**src/rtl/core/tcgr_pkg.sv**
```systemverilog
// ----------------------------------------------------------------------------
// tcgr_pkg
// Shared types, constants and helpers for the text cursor glyph renderer.
// ----------------------------------------------------------------------------
package tcgr_pkg;

   localparam int GLYPH_ROWS = 8;
   localparam int ROW_W      = 3;

   localparam logic [15:0] CUR_MAX   = 16'hFFFF;
   localparam logic [15:0] GLYPH_ADV = 16'd8;
   localparam logic [15:0] TAB_STEP  = 16'd64;

   // input operations
   localparam logic OP_TEXT = 1'b0;
   localparam logic OP_FONT = 1'b1;

   // result kinds
   localparam logic KIND_ROW   = 1'b0;
   localparam logic KIND_CLEAR = 1'b1;

   // control bytes
   localparam logic [7:0] CODE_WHITE   = 8'd1;
   localparam logic [7:0] CODE_RED     = 8'd2;
   localparam logic [7:0] CODE_GREEN   = 8'd3;
   localparam logic [7:0] CODE_BLUE    = 8'd4;
   localparam logic [7:0] CODE_YELLOW  = 8'd5;
   localparam logic [7:0] CODE_MAGENTA = 8'd6;
   localparam logic [7:0] CODE_CYAN    = 8'd7;
   localparam logic [7:0] CODE_TAB     = 8'd9;
   localparam logic [7:0] CODE_NEWLINE = 8'd10;

   // register indexes
   localparam logic [1:0] REG_SCREEN_WIDTH  = 2'd0;
   localparam logic [1:0] REG_SCREEN_HEIGHT = 2'd1;
   localparam logic [1:0] REG_SCALE_FACTOR  = 2'd2;

   localparam int CSR_ADDR_W = 4;

   localparam logic [12:0] RST_SCREEN_WIDTH  = 13'd1024;
   localparam logic [12:0] RST_SCREEN_HEIGHT = 13'd768;
   localparam logic [3:0]  RST_SCALE_FACTOR  = 4'd2;

   localparam logic [23:0] COLOR_WHITE = 24'hFFFFFF;

   typedef struct packed {
      logic [12:0] screen_width;
      logic [12:0] screen_height;
      logic [3:0]  scale_factor;
   } tcgr_cfg_type;

   typedef struct packed {
      logic accept;
      logic check;
      logic load_clear;
      logic load_row;
   } tcgr_cmd_type;

   typedef struct packed {
      logic printable;
      logic clear_hit;
      logic out_free;
      logic row_last;
   } tcgr_status_type;

   function automatic logic [23:0] palette_color(input logic [7:0] code);
      logic [23:0] color;
      case (code)
         CODE_RED:     color = 24'hFF0000;
         CODE_GREEN:   color = 24'h00FF00;
         CODE_BLUE:    color = 24'h0000FF;
         CODE_YELLOW:  color = 24'hFFFF00;
         CODE_MAGENTA: color = 24'hFF00FF;
         CODE_CYAN:    color = 24'h00FFFF;
         default:      color = COLOR_WHITE;
      endcase
      return color;
   endfunction

   function automatic logic [15:0] sat_add16(input logic [15:0] a, input logic [15:0] b);
      logic [16:0] s;
      s = {1'b0, a} + {1'b0, b};
      return s[16] ? CUR_MAX : s[15:0];
   endfunction

   function automatic logic [15:0] sat_scale(input logic [16:0] v, input logic [3:0] scale);
      logic [20:0] p;
      p = {4'b0, v} * {17'b0, scale};
      return (p > {5'b0, CUR_MAX}) ? CUR_MAX : p[15:0];
   endfunction

endpackage

```
**src/rtl/core/tcgr_ctrl.sv**
```systemverilog
// ----------------------------------------------------------------------------
// tcgr_ctrl
// Sequencer: accepts an item; a printable byte gets the clear test, then the
// clear marker on a hit and the eight glyph rows go to the output register.
// ----------------------------------------------------------------------------
module tcgr_ctrl (
   input  logic                       clock,
   input  logic                       reset,
   input  logic                       req_valid,
   output logic                       req_ready,
   input  tcgr_pkg::tcgr_status_type  status,
   output tcgr_pkg::tcgr_cmd_type     cmd
);
   import tcgr_pkg::*;

   typedef enum logic [1:0] {
      ST_IDLE,
      ST_CHECK,
      ST_CLEAR,
      ST_ROWS
   } state_type;

   state_type state_ff;
   state_type state_in;

   assign req_ready = (state_ff == ST_IDLE);

   always_comb begin
      cmd      = '0;
      state_in = state_ff;
      case (state_ff)
         ST_IDLE: begin
            if (req_valid) begin
               cmd.accept = 1'b1;
               if (status.printable) state_in = ST_CHECK;
            end
         end
         ST_CHECK: begin
            cmd.check = 1'b1;
            state_in  = status.clear_hit ? ST_CLEAR : ST_ROWS;
         end
         ST_CLEAR: begin
            if (status.out_free) begin
               cmd.load_clear = 1'b1;
               state_in       = ST_ROWS;
            end
         end
         ST_ROWS: begin
            if (status.out_free) begin
               cmd.load_row = 1'b1;
               if (status.row_last) state_in = ST_IDLE;
            end
         end
         default: state_in = ST_IDLE;
      endcase
   end

   always_ff @(posedge clock) begin
      if (reset) begin
         state_ff <= ST_IDLE;
      end else begin
         state_ff <= state_in;
      end
   end

endmodule

```
**config.mk**
```make
export PLATFORM = sky130hd
export DESIGN_NAME = tcgr_ctrl
export DESIGN_NICKNAME = d
export VERILOG_FILES = /design/src/rtl/core/tcgr_pkg.sv /design/src/rtl/core/tcgr_ctrl.sv
export SDC_FILE = /design/constraint.sdc
export NUM_CORES = 1
export LEC_CHECK = 0
export ABC_AREA = 1
export BUFFER_PORTS_ARGS = -buffer_cell sky130_fd_sc_hd__buf_2
export CAP_MARGIN = 20
export CELL_PAD_IN_SITES_DETAIL_PLACEMENT = 0
export CELL_PAD_IN_SITES_GLOBAL_PLACEMENT = 1
export CORE_AREA = 3 3 40 42
export CTS_CLUSTER_SIZE = 16
export DETAILED_ROUTE_END_ITERATION = 10
export DIE_AREA = 0 0 43 45
export HOLD_SLACK_MARGIN = 0.12
export PLACE_DENSITY = 0.49
export SKIP_CTS_REPAIR_TIMING = 1
export SLEW_MARGIN = 10
export SYNTH_ARGS = -nofsm -noshare
export SYNTH_HDL_FRONTEND = slang
export SYNTH_SLANG_ARGS = --single-unit
```
**constraint.sdc**
```tcl
create_clock -name clock -period 1.2 [get_ports clock]
set_input_delay 0.24 -clock clock [delete_from_list [all_inputs] [get_ports clock]]
set_output_delay 0.24 -clock clock [all_outputs]
set_load 0.03 [all_outputs]
```
# == Word level (Yosys, flattened, before mapping) ==
# Index checks and enable logic that the tools add are counted.
# Widths: inputs -> output; s select.
# classes
n_eq_ne,8
muxes,13
n_reduce_logical,2
# ops
operator,count
$mux 2,5
$ne 2x2->1 const B,4
$pmux 2 s4,1
$mux 1,7
$reduce_and 5->1,1
$eq 2x2->1 const B,2
$eq 2x1->1 const B,1
$logic_not 2->1,1
$ne 2x1->1 const B,1
# word_totals
ff_bits,2
in_bits,7
output_inout_bits,5

# == Logic depth before layout (Yosys ltp) ==
# Gate-level depths: netlist (run 1).
# depth
depth_word,3
mapped_depth,8

# == Least setup slack after synthesis (run 1) ==
# Ideal clock, no wire load.
# synth_path
kind,flip-flop to flip-flop
from,register state_ff[0]
to,register state_ff[0]
setup_time_ns,0.114
arrival_ns,1.227
path_slack_ns,-0.141
path_stages_with_launch,9
synth_period_minus_slack_ns,1.341
cell_sequence,dfxtp_1 -> inv_1 -> ha_1 -> nand2_1 -> nand2_1 -> nor2_4 -> nand2_1 -> nand2_1 -> nor2_2
# synth_between
elab_chain_len,3
word_cells_on_any_way,11
classes_between,eq/ne (8); mux (1); reduce/logical (2)
# synth_rtl
element,line,source
from (decl),tcgr_ctrl.sv:23,state_type state_ff;
from (signal assigned),tcgr_ctrl.sv:62,state_ff <= state_in;
$logic_not 2->1 (*),n/a,
via req_ready,tcgr_ctrl.sv:10,"output logic req_ready,"
$ne 2x1->1 (no source line) or $ne 2x2->1 (tied branches),n/a,
$reduce_and 5->1 (no source line),n/a,
# The timed path passes the listed nets; every way through them passes the cells marked *.
# A chain may end at the register's enable or synchronous reset.

==> results of run 1 <==
-- area by class of cell --
class | count | area (µm²) | area share, %
inverter | 8 | 35.0 | 8.16
tap | 15 | 18.8 | 4.37
clock buffer | 3 | 22.5 | 5.25
timing repair buffer | 12 | 91.3 | 21.3
sequential | 2 | 47.5 | 11.1
multi-input combinational | 26 | 214 | 49.9
-- synth_stat cells --
library cell   n  share of area (%)
dfxtp_1        2                 18
ha_1           4                 22
inv_1          8                 13
nand2_1       11                 18
nand2_2        1                2.8
nor2_1         5                8.4
nor2_2         3                8.4
nor2_4         1                5.0
o21bai_1       1                3.4
-- placed cells by master, fill, tap and decap left out --
| master | n |
|---|---|
| buf_2 | 7 |
| buf_6 | 5 |
| clkbuf_4 | 3 |
| dfxtp_4 | 2 |
| ha_4 | 4 |
| inv_1 | 3 |
| inv_2 | 3 |
| inv_4 | 2 |
| nand2_1 | 7 |
| nand2_2 | 5 |
| nor2_1 | 5 |
| nor2_2 | 3 |
| nor2_4 | 1 |
| o21bai_1 | 1 |
-- per-layer routing --
layer  routed length (µm)  part of all wire [%]  track usage [%]  vias to the layer above
li1                     -                     -                -                      134
met4                    0                     0             7.23                        0
met5                    0                     0                0                        -
met2                  249                    53             7.78                        7
met3                   37                   7.8             1.59                        0
met1                  187                    39             6.47                      101
-- power by group --
part / leakage, nW / internal [mW] / switching, mW
Clock: 0.0138 / 0.110 / 0.0385
Sequential: 0.0178 / 0.109 / 0.0563
Combinational: 0.181 / 0.289 / 0.373
Total: 0.213 / 0.509 / 0.468
-- metrics by stage --
step                      setup TNS [ns]  util, %  power [mW]  hold WS (ns)
after CTS                         -0.820     26.8       0.830         0.258
after floorplan                        0        -       0.561         0.395
final                             -0.221     33.4       0.977         0.261
after global routing              -0.426     33.4        1.06         0.267
after detailed placement         -0.0253     25.0       0.664         0.503
after global placement           -0.0204     25.0       0.672         0.495
-- cells by family (layout without fill, tap and decap cells) --
logic type                 Yosys count  count (layout)  synth area share, %
and+or+nand+nor                     21              21                 43.0
buffers and inverters                8              23                 13.4
adders and majority gates            4               4                 22.3
DFF                                  2               2                 17.9
AOI/OAI and AO/OA                    1               1                 3.35
-- critical path, stage by stage, from the launching register on --
cell and delay [ns]:
dfxtp_4 0.38, inv_4 0.06, ha_4 0.16, nand2_2 0.05, inv_2 0.03, buf_6 0.12
-- path summary, 6_finish.rpt --
kind / slack [ns] / to / startpoint
max: -0.07 / cmd[3] / state_ff[1]
min reg2reg: 0.55 / state_ff[1] / state_ff[1]
min: 0.26 / state_ff[1] / reset
max reg2reg: 0.06 / state_ff[0] / state_ff[0]
==> impl_metrics.py, run 1 <==
metrics = {
    "die": {
        "dieWidth_um": 43,
        "boundaryPins": 12,
        "dieHeight_um": 45,
        "num_rows": 13,
        "start_util_pct": 17.4,
        "die-area_um2": 1940,
        "core_area_um2": 1280,
    },
    "sta": {
        "slew_violations": 0,
        "layout_min_cycle_time_ns": 1.27,
        "tightest_slew_ns": 0.153,
        "fin_ws_ns": -0.0731,
        "clock-skew-final_ns": 0.00297,
        "max_freq_mhz": 785,
        "period_share_pct": 106,
        "relSlewSlack_pct": 89.8,
        "setup_viol": 5,
        "grt_setup_unrepaired": "true",
        "hold_violations": 0,
    },
    "detailed_routing": {
        "dr.pass1.iters": 2,
        "avgViaCountPerCell": 3.67,
        "drt_iter0_markers": 3,
        "num_vias": 242,
        "detail-route-antenna-nets": 0,
        "drc": 0,
        "routedWlPerCell_um": 7.18,
        "wl_um": 474,
    },
    "synth": {
        "synth_cell_types": 9,
        "syn-num-nets": 47,
        "syn_inst": 36,
        "ys_warn_count": 0,
        "synth-seq-cells": 2,
        "yosysSeqAreaShare_pct": 17.9,
        "avgSynthCellArea_um2": 6.22,
        "syn_area_um2": 224,
    },
    "clock_network": {
        "htreeDepth": 1,
        "cts_root_buf": "clkbuf_4",
        "cts_tree": "done",
        "clockBufferDepth": 2,
        "cts-buffers-inserted": 3,
        "clock-sinks": 2,
        "clkTransAtPathRegs_ns": 0.03,
        "clk_latency_ns": 0.22,
    },
    "grt": {
        "grt-ovfl-total": 0,
        "antenna_found_initial": 0,
        "grtUsageTotal_pct": 5.74,
        "grt_max_degree": 5,
        "grt_pass1_vias": 225,
        "grt_pass1_wl_um": 800,
    },
    "finish": {
        "final_area_um2": 429,
        "fill_cells": 142,
        "diodes": 0,
        "nets": 64,
        "largest_reg_flops": 2,
        "layout-drive-gt1-share_pct": 68.6,
        "reg_top3": "state_ff x2",
        "syn_to_final_growth_pct": 91.6,
        "finalNonFillerCells": 66,
        "top_register": "state_ff",
    },
    "outcome": {
        "violations": "negative setup slack",
        "outcome": "complete, but fails checks",
    },
    "min_path": {
        "holdPathStages": 4,
        "min_path_type": "in2reg",
    },
    "run": {
        "cap_violations": 0,
    },
    "power_and_ir_drop": {
        "p_leak_nw": 0.213,
        "power_density_nw_per_um2": 2280,
        "vdd_drop_max_v": 0.000692,
    },
    "setup_path": {
        "crit_type": "reg2out",
        "reg2reg_depth": 8,
        "setup.worst_path.start_class": "flip-flop",
        "endpoint_kind": "output pin",
        "arrival_ns": 1.03,
        "cp_max_fo": 4,
        "crit_required_ns": 0.96,
    },
    "place": {
        "io_buffers": 11,
        "gp_congestion": 0.644,
        "place_ws_ns": -0.0253,
        "dpl_cell_area_um2": 322,
        "dp_cells": 63,
    },
}
Note: power is estimated with default switching activity, not from simulation.
==> run 2, diff against run 1 <==
BUFFER_PORTS_ARGS = unset   (was -buffer_cell sky130_fd_sc_hd__buf_2)
CELL_PAD_IN_SITES_DETAIL_PLACEMENT = unset   (was 0)
CELL_PAD_IN_SITES_GLOBAL_PLACEMENT = unset   (was 1)
DONT_BUFFER_PORTS = 1   (was unset)
PLACE_DENSITY = 0.3   (was 0.49)
==> impl_metrics.py, run 2 (same netlist as run 1, synthesis figures left out) <==
metrics = {
    "setup_path": {
        "crit_type": "reg2out",
        "crit_slowest_cell": "dfxtp_4",
        "slowest_delay_ns": 0.35,
        "setup.worst_path.start_class": "flip-flop",
        "cp_max_fo": 4,
        "ff2ff_setup_slack_ns": 0.04,
        "cp_common_cell": "buf_6",
        "reg2reg_depth": 8,
        "arrival_ns": 0.99,
        "endpoint_kind": "output pin",
        "cp_cell_sequence": "buf_6 -> ha_4 -> buf_6",
        "crit_required_ns": 0.96,
    },
    "clock_network": {
        "cts_root_buf": "clkbuf_4",
        "clockBufferDepth": 2,
        "cts_tree": "done",
        "clock-sinks": 2,
        "clkTransAtPathRegs_ns": 0.03,
        "htreeDepth": 1,
        "cts-buffers-inserted": 3,
        "clk_latency_ns": 0.22,
    },
    "power_and_ir_drop": {
        "clockPowerShare_pct": 14.9,
        "p_sw_uw": 469,
        "power.total_uw": 971,
        "vdd_drop_max_v": 0.000659,
        "p_leak_nw": 0.176,
        "power_density_nw_per_um2": 2560,
        "p_comb_share_pct": 68.1,
        "p_int_uw": 502,
        "power_frac_seq_pct": 17.0,
        "p_sw_share_pct": 48.3,
    },
    "die": {
        "boundaryPins": 12,
        "core_area_um2": 1280,
        "start_util_pct": 17.4,
        "dieWidth_um": 43,
        "dieHeight_um": 45,
        "num_rows": 13,
        "die-area_um2": 1940,
    },
    "grt": {
        "grt_use_met1_pct": 4.56,
        "grt_pass1_vias": 187,
        "top_usage_layer": "met4",
        "use_met3_pct": 1.99,
        "grtUsageTotal_pct": 5.07,
        "grt_pass1_wl_um": 648,
        "grt-ovfl-total": 0,
        "use_met2_pct": 6.59,
        "grt_max_degree": 5,
        "antenna_found_initial": 0,
    },
    "finish": {
        "layout-drive-gt1-share_pct": 59.5,
        "reg_top3": "state_ff x2",
        "fill_cells": 142,
        "mostFrequentLayoutCells": "nand2_1, nor2_1, ha_4",
        "nets": 55,
        "syn_to_final_growth_pct": 69.3,
        "diodes": 0,
        "largest_reg_flops": 2,
        "top_register": "state_ff",
        "finalNonFillerCells": 57,
        "final_common_cell": "nand2_1",
    },
    "outcome": {
        "outcome": "complete, but fails checks",
        "violations": "negative setup slack",
    },
    "detailed_routing": {
        "dr.pass1.iters": 1,
        "num_vias": 220,
        "wl_um": 470,
        "routedWlPerCell_um": 8.25,
        "avgViaCountPerCell": 3.86,
        "detail-route-antenna-nets": 0,
        "drc": 0,
        "drt_iter0_markers": 0,
    },
    "place": {
        "dpl.hpwl_um": 393,
        "io_buffers": 0,
        "dp_cells": 54,
        "gp_congestion": 0.681,
    },
    "sta": {
        "hold_violations": 0,
        "period_share_pct": 102,
        "setup_viol": 4,
        "layout_min_cycle_time_ns": 1.23,
        "grt_setup_unrepaired": "true",
        "slew_violations": 0,
        "fin_ws_ns": -0.0261,
        "tns_ns": -0.0625,
        "tightest_slew_ns": 0.149,
        "max_freq_mhz": 816,
        "whs_ns": 0.173,
        "clock-skew-final_ns": 0.000455,
        "relSlewSlack_pct": 90.0,
    },
    "run": {
        "cap_violations": 0,
    },
    "min_path": {
        "min_path_type": "in2reg",
        "holdPathStages": 3,
    },
}
[run 2: power by group through the flow]
stage	logic (mW)	clock network (mW)	registers [mW]
after floorplan	0.437	0	0.124
after global placement	0.545	0	0.120
after detailed placement	0.542	0	0.121
after CTS	0.546	0.157	0.120
after global routing	0.730	0.158	0.168
final	0.661	0.145	0.165
[run 2: per-stage QoR]
stage          setup WS (ns)  area, µm²  util (%)
2_1_floorplan         0.0333        240         -
5_1_grt              -0.0488        379      29.5
6_report             -0.0261        379      29.5
3_5_place_dp         -0.0141        282      21.9
3_3_place_gp         -0.0119        282      21.9
4_1_cts               -0.189        304      23.7
[run 2: final timing paths]
kind / startpoint / endpoint
setup / recovery: state_ff[0] / cmd[2]
hold / removal: reset / state_ff[1]
setup reg to reg: state_ff[1] / state_ff[0]
hold reg to reg: state_ff[1] / state_ff[1]
[run 2: final cells by class]
| class | instances | area [µm²] | share of cell area (%) |
|---|---|---|---|
| repair buffers | 3 | 33.8 | 8.91 |
| clock buffers | 3 | 22.5 | 5.94 |
| multi-input cells | 26 | 216 | 57.1 |
| inverters | 8 | 40.0 | 10.6 |
| flip-flops and latches | 2 | 47.5 | 12.5 |
| well taps | 15 | 18.8 | 4.95 |
[run 2: metal layers]
| metal | share of wire, % | up-vias |
|---|---|---|
| li1 | - | 120 |
| met1 | 37 | 92 |
| met2 | 53 | 8 |
| met3 | 9.8 | 0 |
| met4 | 0 | 0 |
| met5 | 0 | - |
[run 2: worst max-delay path, delay by kind of cell (launching register included)]
family | cells | cell delay, ns
flip-flops | 1 | 0.35
buffers and inverters | 2 | 0.26
adder cells (fa/ha/maj) | 1 | 0.15
