===== config.mk =====
export PLATFORM = sky130hd
export DESIGN_NAME = tcgr_csr
export DESIGN_NICKNAME = d
export VERILOG_FILES = /design/src/rtl/core/tcgr_pkg.sv /design/src/rtl/core/tcgr_csr.sv
export SDC_FILE = /design/constraint.sdc
export NUM_CORES = 1
export LEC_CHECK = 0
export ABC_AREA = 0
export BUFFER_PORTS_ARGS = -buffer_cell sky130_fd_sc_hd__buf_4
export CAP_MARGIN = 5
export CORE_MARGIN = 2
export CORE_UTILIZATION = 38
export DETAILED_ROUTE_END_ITERATION = 8
export HOLD_SLACK_MARGIN = 0.08
export PLACE_DENSITY = 0.75
export SLEW_MARGIN = 30
export SYNTH_ARGS = -nofsm -noshare
export SYNTH_HDL_FRONTEND = slang
export SYNTH_SLANG_ARGS = --single-unit
export TNS_END_PERCENT = 10

===== constraint.sdc =====
create_clock -name clock -period 1.2 [get_ports clock]
set_clock_uncertainty 0.1 [all_clocks]
set_input_delay 0.18 -clock clock [delete_from_list [all_inputs] [get_ports clock]]
set_output_delay 0.18 -clock clock [all_outputs]
set_load 0.02 [all_outputs]

===== src/rtl/core/tcgr_pkg.sv =====
// ----------------------------------------------------------------------------
// tcgr_pkg
// Shared types, constants and helpers for the text cursor glyph renderer.
// ----------------------------------------------------------------------------
package tcgr_pkg;

   localparam int GLYPH_ROWS = 8;
   localparam int ROW_W      = 3;

   localparam logic [15:0] CUR_MAX   = 16'hFFFF;
   localparam logic [15:0] GLYPH_ADV = 16'd8;
   localparam logic [15:0] TAB_STEP  = 16'd64;

   // input operations
   localparam logic OP_TEXT = 1'b0;
   localparam logic OP_FONT = 1'b1;

   // result kinds
   localparam logic KIND_ROW   = 1'b0;
   localparam logic KIND_CLEAR = 1'b1;

   // control bytes
   localparam logic [7:0] CODE_WHITE   = 8'd1;
   localparam logic [7:0] CODE_RED     = 8'd2;
   localparam logic [7:0] CODE_GREEN   = 8'd3;
   localparam logic [7:0] CODE_BLUE    = 8'd4;
   localparam logic [7:0] CODE_YELLOW  = 8'd5;
   localparam logic [7:0] CODE_MAGENTA = 8'd6;
   localparam logic [7:0] CODE_CYAN    = 8'd7;
   localparam logic [7:0] CODE_TAB     = 8'd9;
   localparam logic [7:0] CODE_NEWLINE = 8'd10;

   // register indexes
   localparam logic [1:0] REG_SCREEN_WIDTH  = 2'd0;
   localparam logic [1:0] REG_SCREEN_HEIGHT = 2'd1;
   localparam logic [1:0] REG_SCALE_FACTOR  = 2'd2;

   localparam int CSR_ADDR_W = 4;

   localparam logic [12:0] RST_SCREEN_WIDTH  = 13'd1024;
   localparam logic [12:0] RST_SCREEN_HEIGHT = 13'd768;
   localparam logic [3:0]  RST_SCALE_FACTOR  = 4'd2;

   localparam logic [23:0] COLOR_WHITE = 24'hFFFFFF;

   typedef struct packed {
      logic [12:0] screen_width;
      logic [12:0] screen_height;
      logic [3:0]  scale_factor;
   } tcgr_cfg_type;

   typedef struct packed {
      logic accept;
      logic check;
      logic load_clear;
      logic load_row;
   } tcgr_cmd_type;

   typedef struct packed {
      logic printable;
      logic clear_hit;
      logic out_free;
      logic row_last;
   } tcgr_status_type;

   function automatic logic [23:0] palette_color(input logic [7:0] code);
      logic [23:0] color;
      case (code)
         CODE_RED:     color = 24'hFF0000;
         CODE_GREEN:   color = 24'h00FF00;
         CODE_BLUE:    color = 24'h0000FF;
         CODE_YELLOW:  color = 24'hFFFF00;
         CODE_MAGENTA: color = 24'hFF00FF;
         CODE_CYAN:    color = 24'h00FFFF;
         default:      color = COLOR_WHITE;
      endcase
      return color;
   endfunction

   function automatic logic [15:0] sat_add16(input logic [15:0] a, input logic [15:0] b);
      logic [16:0] s;
      s = {1'b0, a} + {1'b0, b};
      return s[16] ? CUR_MAX : s[15:0];
   endfunction

   function automatic logic [15:0] sat_scale(input logic [16:0] v, input logic [3:0] scale);
      logic [20:0] p;
      p = {4'b0, v} * {17'b0, scale};
      return (p > {5'b0, CUR_MAX}) ? CUR_MAX : p[15:0];
   endfunction

endpackage


===== src/rtl/core/tcgr_csr.sv =====
// ----------------------------------------------------------------------------
// tcgr_csr
// APB-style register file: screen width, screen height and scale factor.
// ----------------------------------------------------------------------------
module tcgr_csr (
   input  logic                              clock,
   input  logic                              reset,
   input  logic                              csr_psel,
   input  logic                              csr_penable,
   input  logic                              csr_pwrite,
   input  logic [tcgr_pkg::CSR_ADDR_W-1:0]   csr_paddr,
   input  logic [31:0]                       csr_pwdata,
   output logic [31:0]                       csr_prdata,
   output logic                              csr_pready,
   output tcgr_pkg::tcgr_cfg_type            cfg
);
   import tcgr_pkg::*;

   tcgr_cfg_type cfg_ff;
   tcgr_cfg_type cfg_in;
   logic [1:0]   index;
   logic         wr_en;

   assign index      = csr_paddr[3:2];
   assign wr_en      = csr_psel && csr_penable && csr_pwrite;
   assign csr_pready = 1'b1;
   assign cfg        = cfg_ff;

   always_comb begin
      cfg_in = cfg_ff;
      if (wr_en) begin
         case (index)
            REG_SCREEN_WIDTH:  cfg_in.screen_width  = csr_pwdata[12:0];
            REG_SCREEN_HEIGHT: cfg_in.screen_height = csr_pwdata[12:0];
            REG_SCALE_FACTOR:  cfg_in.scale_factor  = csr_pwdata[3:0];
            default:           cfg_in = cfg_ff;
         endcase
      end
   end

   always_comb begin
      case (index)
         REG_SCREEN_WIDTH:  csr_prdata = {19'b0, cfg_ff.screen_width};
         REG_SCREEN_HEIGHT: csr_prdata = {19'b0, cfg_ff.screen_height};
         REG_SCALE_FACTOR:  csr_prdata = {28'b0, cfg_ff.scale_factor};
         default:           csr_prdata = 32'b0;
      endcase
   end

   always_ff @(posedge clock) begin
      if (reset) begin
         cfg_ff.screen_width  <= RST_SCREEN_WIDTH;
         cfg_ff.screen_height <= RST_SCREEN_HEIGHT;
         cfg_ff.scale_factor  <= RST_SCALE_FACTOR;
      end else begin
         cfg_ff <= cfg_in;
      end
   end

endmodule


=== Word level (Yosys, flattened, before mapping) ===
Cells that the tools add are included.

* Register bits after elaboration: 30
* Input bits: 41
* Output and inout bits: 63

* Equal/unequal tests: 2
* Mux-type cells: 1
* Reduce and logical (&&, ||, !) cells: 6

{| class="wikitable"
|+ Operators by type and width
! operator !! count
|-
| case mux 13 bit (3 select lines) || 1
|-
| AND reduction 2 bit || 3
|-
| equality test 2 x 1 -> 1 bit, second input constant || 1
|-
| equality test 2 bit, second input constant || 1
|-
| logical AND 1 bit || 2
|-
| logical NOT 2 bit || 1
|}

=== Logic depth before layout (Yosys ltp) ===
Gate-level depths: netlist (run 1).

* Word-level depth: 3
* Gate-level depth with buffers: 4
* Gate-level depth less buffers: 3

=== Least setup slack after synthesis (run 1) ===
OpenSTA, ideal clock, no wires.

* Path kind: input -> output
* Start point: in csr_paddr[2] (netlist name)
* End point: out csr_prdata[2]
* Data arrival time: 1.141 ns
* Setup slack: -0.221 ns
* Stages on the path: 4
* Cell sequence: buf_6 > buf_2 > mux2i_1 > o21ai_0

* Cells in the longest elaborated chain, start to end: 2

{| class="wikitable"
|+ Ends and longest elaborated chain
! item !! line !! RTL
|-
| start: declaration || tcgr_csr.sv:11 || <nowiki>input logic [tcgr_pkg::CSR_ADDR_W-1:0] csr_paddr,</nowiki>
|-
| equality test 2 bit, or another cell as far along || tcgr_csr.sv:42 || <nowiki>case (index)</nowiki>
|-
| case mux 13 bit (3 select lines) (*) || tcgr_csr.sv:42 ||
|-
| end: declaration || tcgr_csr.sv:13 || <nowiki>output logic [31:0] csr_prdata,</nowiki>
|}

Every way passes the cells marked *; elsewhere a longest branch is shown, timed or not.

=== Worst setup path in the final report (run 1) ===
* Start point: reg cfg_ff (netlist bit cfg[6])
* End point: out csr_prdata[2]

* Cells in the longest elaborated chain, start to end: 1

{| class="wikitable"
|+ Ends and longest elaborated chain
! item !! line !! RTL
|-
| start: declaration || tcgr_csr.sv:19 || <nowiki>tcgr_cfg_type cfg_ff;</nowiki>
|-
| start signal: assignment || tcgr_csr.sv:56 || <nowiki>cfg_ff <= cfg_in;</nowiki>
|-
| case mux 13 bit (3 select lines) || tcgr_csr.sv:42 ||
|}

Every way passes these cells.

==> results of run 1 <==
-- final cells by class --
type	count	area share
multi-input cells	134	0.387
repair buffers	84	0.280
flip-flops and latches	30	0.267
clock buffers	7	0.0364
well taps	52	0.0275
clock inverters	1	0.00211
-- what timing repair did --
item,CTS,global route
endpoints found under the hold margin,5,0
buffers inserted,5,0
gates cloned,0,0
pin swaps,0,1
hold buffers,3,0
setup endpoints to repair,13,13
resized for setup,26,2
-- worst register-to-register path: stages, from the launching register on --
cell	delay (ns)
dfxtp_2	0.33
buf_4	0.13
nand2b_1	0.06
mux2i_1	0.06
-- cell usage in the layout (no fill, tap or decap), drive strengths merged --
master / count
buf: 81
nor2: 17
nand2b: 39
clkinv: 1
mux2i: 43
or3: 1
dfxtp: 30
nor3b: 1
or3b: 1
conb: 20
dlygate4sd3: 3
nor3: 1
nand3: 1
nand4: 1
nand2: 4
o21ai: 4
and2b: 1
clkbuf: 7
-- power by group through the flow --
stage / Clock, W / Sequential (W) / Combinational (W)
floorplan: 0 / 0.00106 / 0.000243
global placement: 0 / 0.00104 / 0.000340
detailed placement: 0 / 0.00104 / 0.000342
CTS: 0.000865 / 0.00102 / 0.000354
global route: 0.000901 / 0.00102 / 0.000380
finish: 0.000834 / 0.00102 / 0.000352
-- logic make-up after synthesis --
| logic type | share of synthesized area |
|---|---|
| buf+inv | 0.130 |
| compound gates | 0.0121 |
| other cells | 0.00452 |
| flops | 0.362 |
| mux | 0.259 |
| simple gates | 0.233 |
-- per-stage QoR --
step / instance area, µm² / setup WS [ns] / hold slack (ns) / TNS, ns / util
6_report: 2370 / -0.0355 / 0.0797 / -0.284 / 0.552
2_1_floorplan: 1730 / -0.107 / 0.235 / -0.545 / -
3_3_place_gp: 2180 / -0.0936 / 0.345 / -1.08 / 0.507
4_1_cts: 2370 / -0.0522 / 0.0825 / -0.501 / 0.551
5_1_grt: 2370 / -0.122 / 0.0934 / -1.14 / 0.552
3_5_place_dp: 2180 / -0.112 / 0.355 / -1.52 / 0.507
-- worst paths after layout --
| path | slack (ns) | cells after the start | end |
|---|---|---|---|
| max | -0.04 | 3 | csr_prdata[2] |
| min | 0.08 | 3 | cfg[1] |
| max reg2reg | 0.40 | 3 | cfg[28] |
| min reg2reg | 0.38 | 2 | cfg[19] |
-- metal layers --
layer / GRT usage / vias to the layer above
li1: - / 693
met1: 0.191 / 616
met2: 0.259 / 52
met3: 0.0476 / 6
met4: 0.0449 / 0
met5: 0 / -
==> results.txt, run 1 <==
number of max-cap violations - 0
# fillers - 413
Combinational Power Share - 0.159
number of flip-flops in the largest register - 30
ANT cells - 0
post-DR wirelength/cell - 11.9 µm
Port Buf Inserts - 62
drc violations - 0
I/O pins - 104
Syn Std Cell Area - 1660 µm²
vias in the first global route - 1,276
minimum clock period - 1.24 ns
GR Util All Layers - 0.154
RSZ-0062 raised after global routing - yes
cell count after placement - 292
initial antenna violation count - 0
Final #Nets - 296
Worst R2R Start - cfg[28]
initial DRC count - 36
Crit Path Max Fanout - 3
Avg Vias per Cell - 4.44
cell row count - 24
WP data required - 0.92 ns
Die Area - 4910 µm²
CTS Buffer Depth - 2
top routing layer in use - met4
Cells after Synth - 178
clk_lat worst skew - 0.28 ns
multi-input combinational cell area - 917 µm²
Clock Tree Root - clkbuf_8
first-pass GRT wire length - 6.03 mm
status - finished, violations left
Async SR Flop Fraction - 0
crit end category - output pin
syn_area_per_cell - 9.33 µm²
Initial Util - 0.387
Unique masters post-synth - 18
Core Region - 4290 µm²
FMAX - 0.809 GHz
largest net degree at the start of global routing - 48
LEAKAGE - 1.16 nW
Final Power - 0.00221 W
Synth top cells by count - 43 x mux2i_1, 39 x nand2b_1, 30 x dfxtp_1, 20 x buf_4, 17 x nor2_1
Final ANT Viol Nets - 0
CTS tree - built
final hold vios - 0
router iterations before antenna repair - 4
Final Worst Setup Slack - -0.0355 ns
Yosys top cell by area - dfxtp_1
ranking of synthesized cells by area - dfxtp_1 36%, mux2i_1 26%, nand2b_1 15%
total number of vias - 1,367
CTS buffer count - 5
post-synth top area share - 0.362
Max Slew Vio Count - 0
Crit. Startpoint - cfg[6]
count leader, synth - mux2i_1
Psw - 0.000573 W
Sequential Area - 633 µm²
Tcrit/Tclk final - 1.03
# setup viols final - 13
EDFF count, synth - 0
die width - 70.1 µm
crit start category - flip-flop
Worst path slowest cell - dfxtp_2
Crit path largest cell delay - 0.33 ns
Worst Hold Launch - csr_pwdata[1]
gr ovfl total - 0
Setup CP Type - flip-flop to output pin
post-route insts no fill - 308
routed length on met1 - 1.67 mm
Seq/Total Area, Yosys - 0.362
Met3 Routed Length - 225 µm
Clock Sinks - 30
layout cells sized above 1 - 0.461
Area Growth Syn to Fin - 42.7%
Power Dens Cells - 931 nW/µm²
#FFs+latches synth - 30
clock share of power - 0.378
Detailed Route WL - 3.68 mm
Crit path buffers/inverters - 1
Net Sw Frac - 0.260
internal power - 0.00163 W
CTS clock-pin slew for the worst setup and hold paths - 0.06 ns
peak supply drop - 0.666 mV
WL met2 - 1.74 mm
Worst Path Arrival - 0.96 ns
H-tree level count - 2
post-detail-place hpwl - 2.67 mm
failing checks - negative setup slack
gp weighted congestion - 0.677
CP Cell Sequence - mux2i_1 > o21ai_1 > buf_4
Seq pwr share - 0.463
Die Y - 70.1 µm
Min-Delay Path Class - input port to flip-flop
critical path's top delay family - flip-flops
Synth Warn # - 0
Synth Flop Type - dfxtp_1
(Power assumes the default switching activity.)
==> inputs of run 2 (changes only) <==
==> constraint.sdc (replaced) <==
create_clock -name clock -period 1.2 [get_ports clock]
set_clock_uncertainty 0.1 [all_clocks]
set_input_delay 0.24 -clock clock [delete_from_list [all_inputs] [get_ports clock]]
set_output_delay 0.24 -clock clock [all_outputs]
set_load 0.02 [all_outputs]
==> results.txt, run 2 (synthesized netlist as in run 1, its figures left out) <==
status - finished, violations left
failing checks - negative setup slack
Initial Util - 0.387
CTS tree - built
Detailed Route WL - 3.73 mm
commonest non-fill, non-tap cell in the layout - buf_4
FMAX - 0.772 GHz
cell count after placement - 292
ANT cells - 0
clock share of power - 0.342
Crit path largest cell delay - 0.32 ns
first-pass GRT wire length - 6.13 mm
Setup CP Type - flip-flop to output pin
multi-input combinational cell area - 955 µm²
Final ANT Viol Nets - 0
CTS clock-pin slew for the worst setup and hold paths - 0.06 ns
gr ovfl total - 0
# setup viols final - 13
Seq pwr share - 0.480
Die Area - 4910 µm²
Tcrit/Tclk final - 1.08
peak supply drop - 0.383 mV
Clock Sinks - 30
post-detail-place hpwl - 2.73 mm
Psw - 0.000542 W
router iterations before antenna repair - 4
post-DR wirelength/cell - 12.0 µm
initial DRC count - 27
RSZ-0062 raised after global routing - yes
minimum clock period - 1.30 ns
largest net degree at the start of global routing - 48
clk_lat worst skew - 0.27 ns
crit end category - output pin
Core Region - 4290 µm²
CTS buffer count - 5
vias in the first global route - 1,293
WP data required - 0.86 ns
die width - 70.1 µm
most frequent cells in the layout - 52 x buf_4, 40 x mux2i_1, 39 x nand2b_1
number of flip-flops in the largest register - 30
internal power - 0.00159 W
drc violations - 0
final hold vios - 0
Worst path slowest cell - dfxtp_2
Power Dens Cells - 839 nW/µm²
crit start category - flip-flop
Combinational Power Share - 0.179
total number of vias - 1,388
Worst Path Arrival - 0.96 ns
Area Growth Syn to Fin - 53.0%
Final Worst Setup Slack - -0.0950 ns
I/O pins - 104
layout cells sized above 1 - 0.523
WHS Path Cells - 3
Net Sw Frac - 0.255
Final #Nets - 299
Min-Delay Path Class - input port to flip-flop
final hold slack - 0.133 ns
CP Cell Sequence - mux2i_1 > o21ai_1 > buf_4
# fillers - 404
Crit Path Max Fanout - 2
Max Slew Vio Count - 0
H-tree level count - 2
CTS Buffer Depth - 2
number of max-cap violations - 0
Die Y - 70.1 µm
Reg2Reg Depth - 3
LEAKAGE - 1.19 nW
Clock Tree Root - clkbuf_8
gp weighted congestion - 0.682
initial antenna violation count - 0
Avg Vias per Cell - 4.48
Sequential Area - 633 µm²
GR Util All Layers - 0.157
cell row count - 24
dpl ws - -0.179 ns
post-route insts no fill - 310
Port Buf Inserts - 62
-- run 2: path summary, 6_finish.rpt --
kind	from	endpoint	slack, ns
max reg2reg	cfg[5]	cfg[5]	0.42
min	csr_pwdata[1]	cfg[1]	0.13
min reg2reg	cfg[19]	cfg[19]	0.39
max	cfg[5]	csr_prdata[1]	-0.1
-- run 2: through the flow --
stage	cell area (µm²)	TNS, ns	power [W]	utilization
after floorplan	1780	-0.268	0.00131	-
after global placement	2220	-4.64	0.00139	0.516
after detailed placement	2220	-5.17	0.00140	0.516
after CTS	2490	-1.17	0.00216	0.580
after global routing	2540	-1.77	0.00224	0.591
final	2540	-1.05	0.00213	0.591
-- run 2: layout make-up --
cell class	count	share of cell area
timing repair buffer	87	0.319
multi-input combinational	134	0.376
tap	52	0.0256
sequential	30	0.249
clock buffer	7	0.0300
-- run 2: power by group through the flow --
stage,clock network [W],logic (W),registers (W)
2_1_floorplan,0,0.000258,0.00106
3_3_place_gp,0,0.000353,0.00104
3_5_place_dp,0,0.000356,0.00104
4_1_cts,0.000764,0.000376,0.00102
5_1_grt,0.000805,0.000410,0.00102
6_report,0.000729,0.000380,0.00102
-- run 2: layer usage --
metal,global-route usage,vias up,part of all wire
met1,0.193,631,0.41
met4,0.0449,0,0.010
li1,-,701,-
met3,0.0491,5,0.067
met5,0,-,0
met2,0.266,51,0.51
-- run 2: repair_timing --
action | 4_1_cts | 5_1_grt
setup endpoints to repair | 13 | 24
hold buffers | 0 | 0
setup buffers | 11 | 0
pin swaps | 1 | 1
resized for setup | 46 | 15
-- run 2: worst max-delay path, delay by kind of cell, from the launching register on --
| kind | cells | cell delay, ns |
|---|---|---|
| buffers and inverters | 1 | 0.15 |
| flip-flops | 1 | 0.32 |
| multiplexers | 1 | 0.13 |
| AO/OA/AOI/OAI | 1 | 0.08 |
==> inputs of run 3 (changes only) <==
GPL_TIMING_DRIVEN = 0   (was not set)
==> results.txt, run 3 (synthesized netlist as in run 1, its figures left out) <==
Min-Delay Path Class - input port to flip-flop
crit start category - flip-flop
slew margin rel. - 0.668
minimum clock period - 1.33 ns
Final Power - 0.00227 W
Crit Path Max Fanout - 2
Worst Tran Pin Value - 0.496 ns
router iterations before antenna repair - 4
Tcrit/Tclk final - 1.11
# setup viols final - 13
GR Util All Layers - 0.171
number of max-cap violations - 0
initial DRC count - 61
Die Y - 70.1 µm
clock share of power - 0.368
CTS Buffer Depth - 2
Core Region - 4290 µm²
peak supply drop - 0.474 mV
Net Sw Frac - 0.262
Crit. Startpoint - cfg[5]
Reg2Reg Depth - 3
CTS tree - built
number of flip-flops in the largest register - 30
Setup CP Type - flip-flop to output pin
most frequent cells in the layout - 65 x buf_4, 42 x mux2i_1, 39 x nand2b_1
Psw - 0.000593 W
first-pass GRT wire length - 6.64 mm
end point of the critical path - csr_prdata[1]
total number of vias - 1,435
H-tree level count - 2
internal power - 0.00167 W
RSZ-0062 raised after global routing - yes
Combinational Power Share - 0.181
clk_lat worst skew - 0.28 ns
Max Slew Vio Count - 0
WP data required - 0.86 ns
CTS clock-pin slew for the worst setup and hold paths - 0.06 ns
Area Growth Syn to Fin - 55.6%
final hold vios - 0
I/O pins - 104
vias in the first global route - 1,385
ANT cells - 0
Clock Sinks - 30
FMAX - 0.754 GHz
initial antenna violation count - 0
Final TNS setup - -1.25 ns
Power Dens Cells - 877 nW/µm²
Avg Vias per Cell - 4.43
Initial Util - 0.387
drc violations - 0
Worst Path Arrival - 0.99 ns
Worst R2R Start - cfg[4]
largest net degree at the start of global routing - 11
post-detail-place hpwl - 2.92 mm
Port Buf Inserts - 59
r2r endpoint - cfg[4]
reg2reg setup slack - 0.39 ns
die width - 70.1 µm
failing checks - negative setup slack
Clock Tree Root - clkbuf_8
gp weighted congestion - 0.694
CTS hold repair buffers - 0
cell row count - 24
Seq pwr share - 0.451
layout cells sized above 1 - 0.518
Final #Nets - 312
LEAKAGE - 1.26 nW
crit end category - output pin
commonest non-fill, non-tap cell in the layout - buf_4
Detailed Route WL - 4.10 mm
Final Worst Setup Slack - -0.127 ns
Die Area - 4910 µm²
post-DR wirelength/cell - 12.7 µm
status - finished, violations left
gr ovfl total - 0
Final ANT Viol Nets - 0
CTS buffer count - 5
## run 3: cell count changes in the layout (fill, tap and decap cells not counted), sizes merged
cell / before / now
clkbuf: 7 / 13
clkinv: 0 / 1
buf: 87 / 94
## run 3: what timing repair did
item | in CTS | in global routing
pin swaps | 1 | 0
setup buffers | 7 | 2
gates resized for setup | 42 | 12
setup endpoints to repair | 13 | 31
## run 3: final cells by class
type,count,area [µm²]
Clock buffer,7,86.3
Timing Repair Buffer,68,601
Clock inverter,1,5.00
Tap cell,52,65.1
Fill cell,382,1710
Multi-Input combinational cell,134,942
Buffer,32,254
Sequential cell,30,631
## run 3: power groups by stage
stage | logic, W | clock network [W] | registers [W]
after floorplan | 0.000258 | 0 | 0.00106
after global placement | 0.000387 | 0 | 0.00104
after detailed placement | 0.000388 | 0 | 0.00104
after CTS | 0.000408 | 0.000850 | 0.00102
after global routing | 0.000441 | 0.000902 | 0.00102
final | 0.000411 | 0.000833 | 0.00102
## run 3: worst min-delay path by stage
stage | start | endpoint | slack, ns | depth (start not counted)
detailed placement | cfg[15] | cfg[15] | 0.38 | 2
global placement | cfg[19] | cfg[19] | 0.38 | 2
floorplan | csr_pwdata[8] | cfg[25] | 0.30 | 2
CTS | csr_pwdata[10] | cfg[14] | 0.12 | 3
global route | csr_pwdata[8] | cfg[25] | 0.13 | 3
finish | csr_pwdata[1] | cfg[1] | 0.13 | 3
## run 3: metal layers
layer	GRT usage	routed length, µm	share of wire	up-vias
li1	-	-	-	732
met5	0	0	0	-
met3	0.0447	270	0.066	6
met4	0.0577	53	0.013	0
met1	0.204	1810	0.44	646
met2	0.298	1970	0.48	51
## run 3: per-stage QoR
step                hold WS (ns)  cells  worst slack, ns  cell area, µm²  utilization
finish                     0.126    324           -0.127            2580        0.602
global route               0.127    324           -0.166            2580        0.602
CTS                        0.124    322           -0.117            2530        0.590
detailed placement         0.383    307           -0.240            2290        0.533
global placement           0.377    307           -0.227            2290        0.533
floorplan                  0.295    196          -0.0229            1780            -
## run 3: worst max-delay path: stages, from the launching register on
cell and delay (ns):
dfxtp_2 0.32, mux2i_1 0.15, o21ai_1 0.08, buf_4 0.16
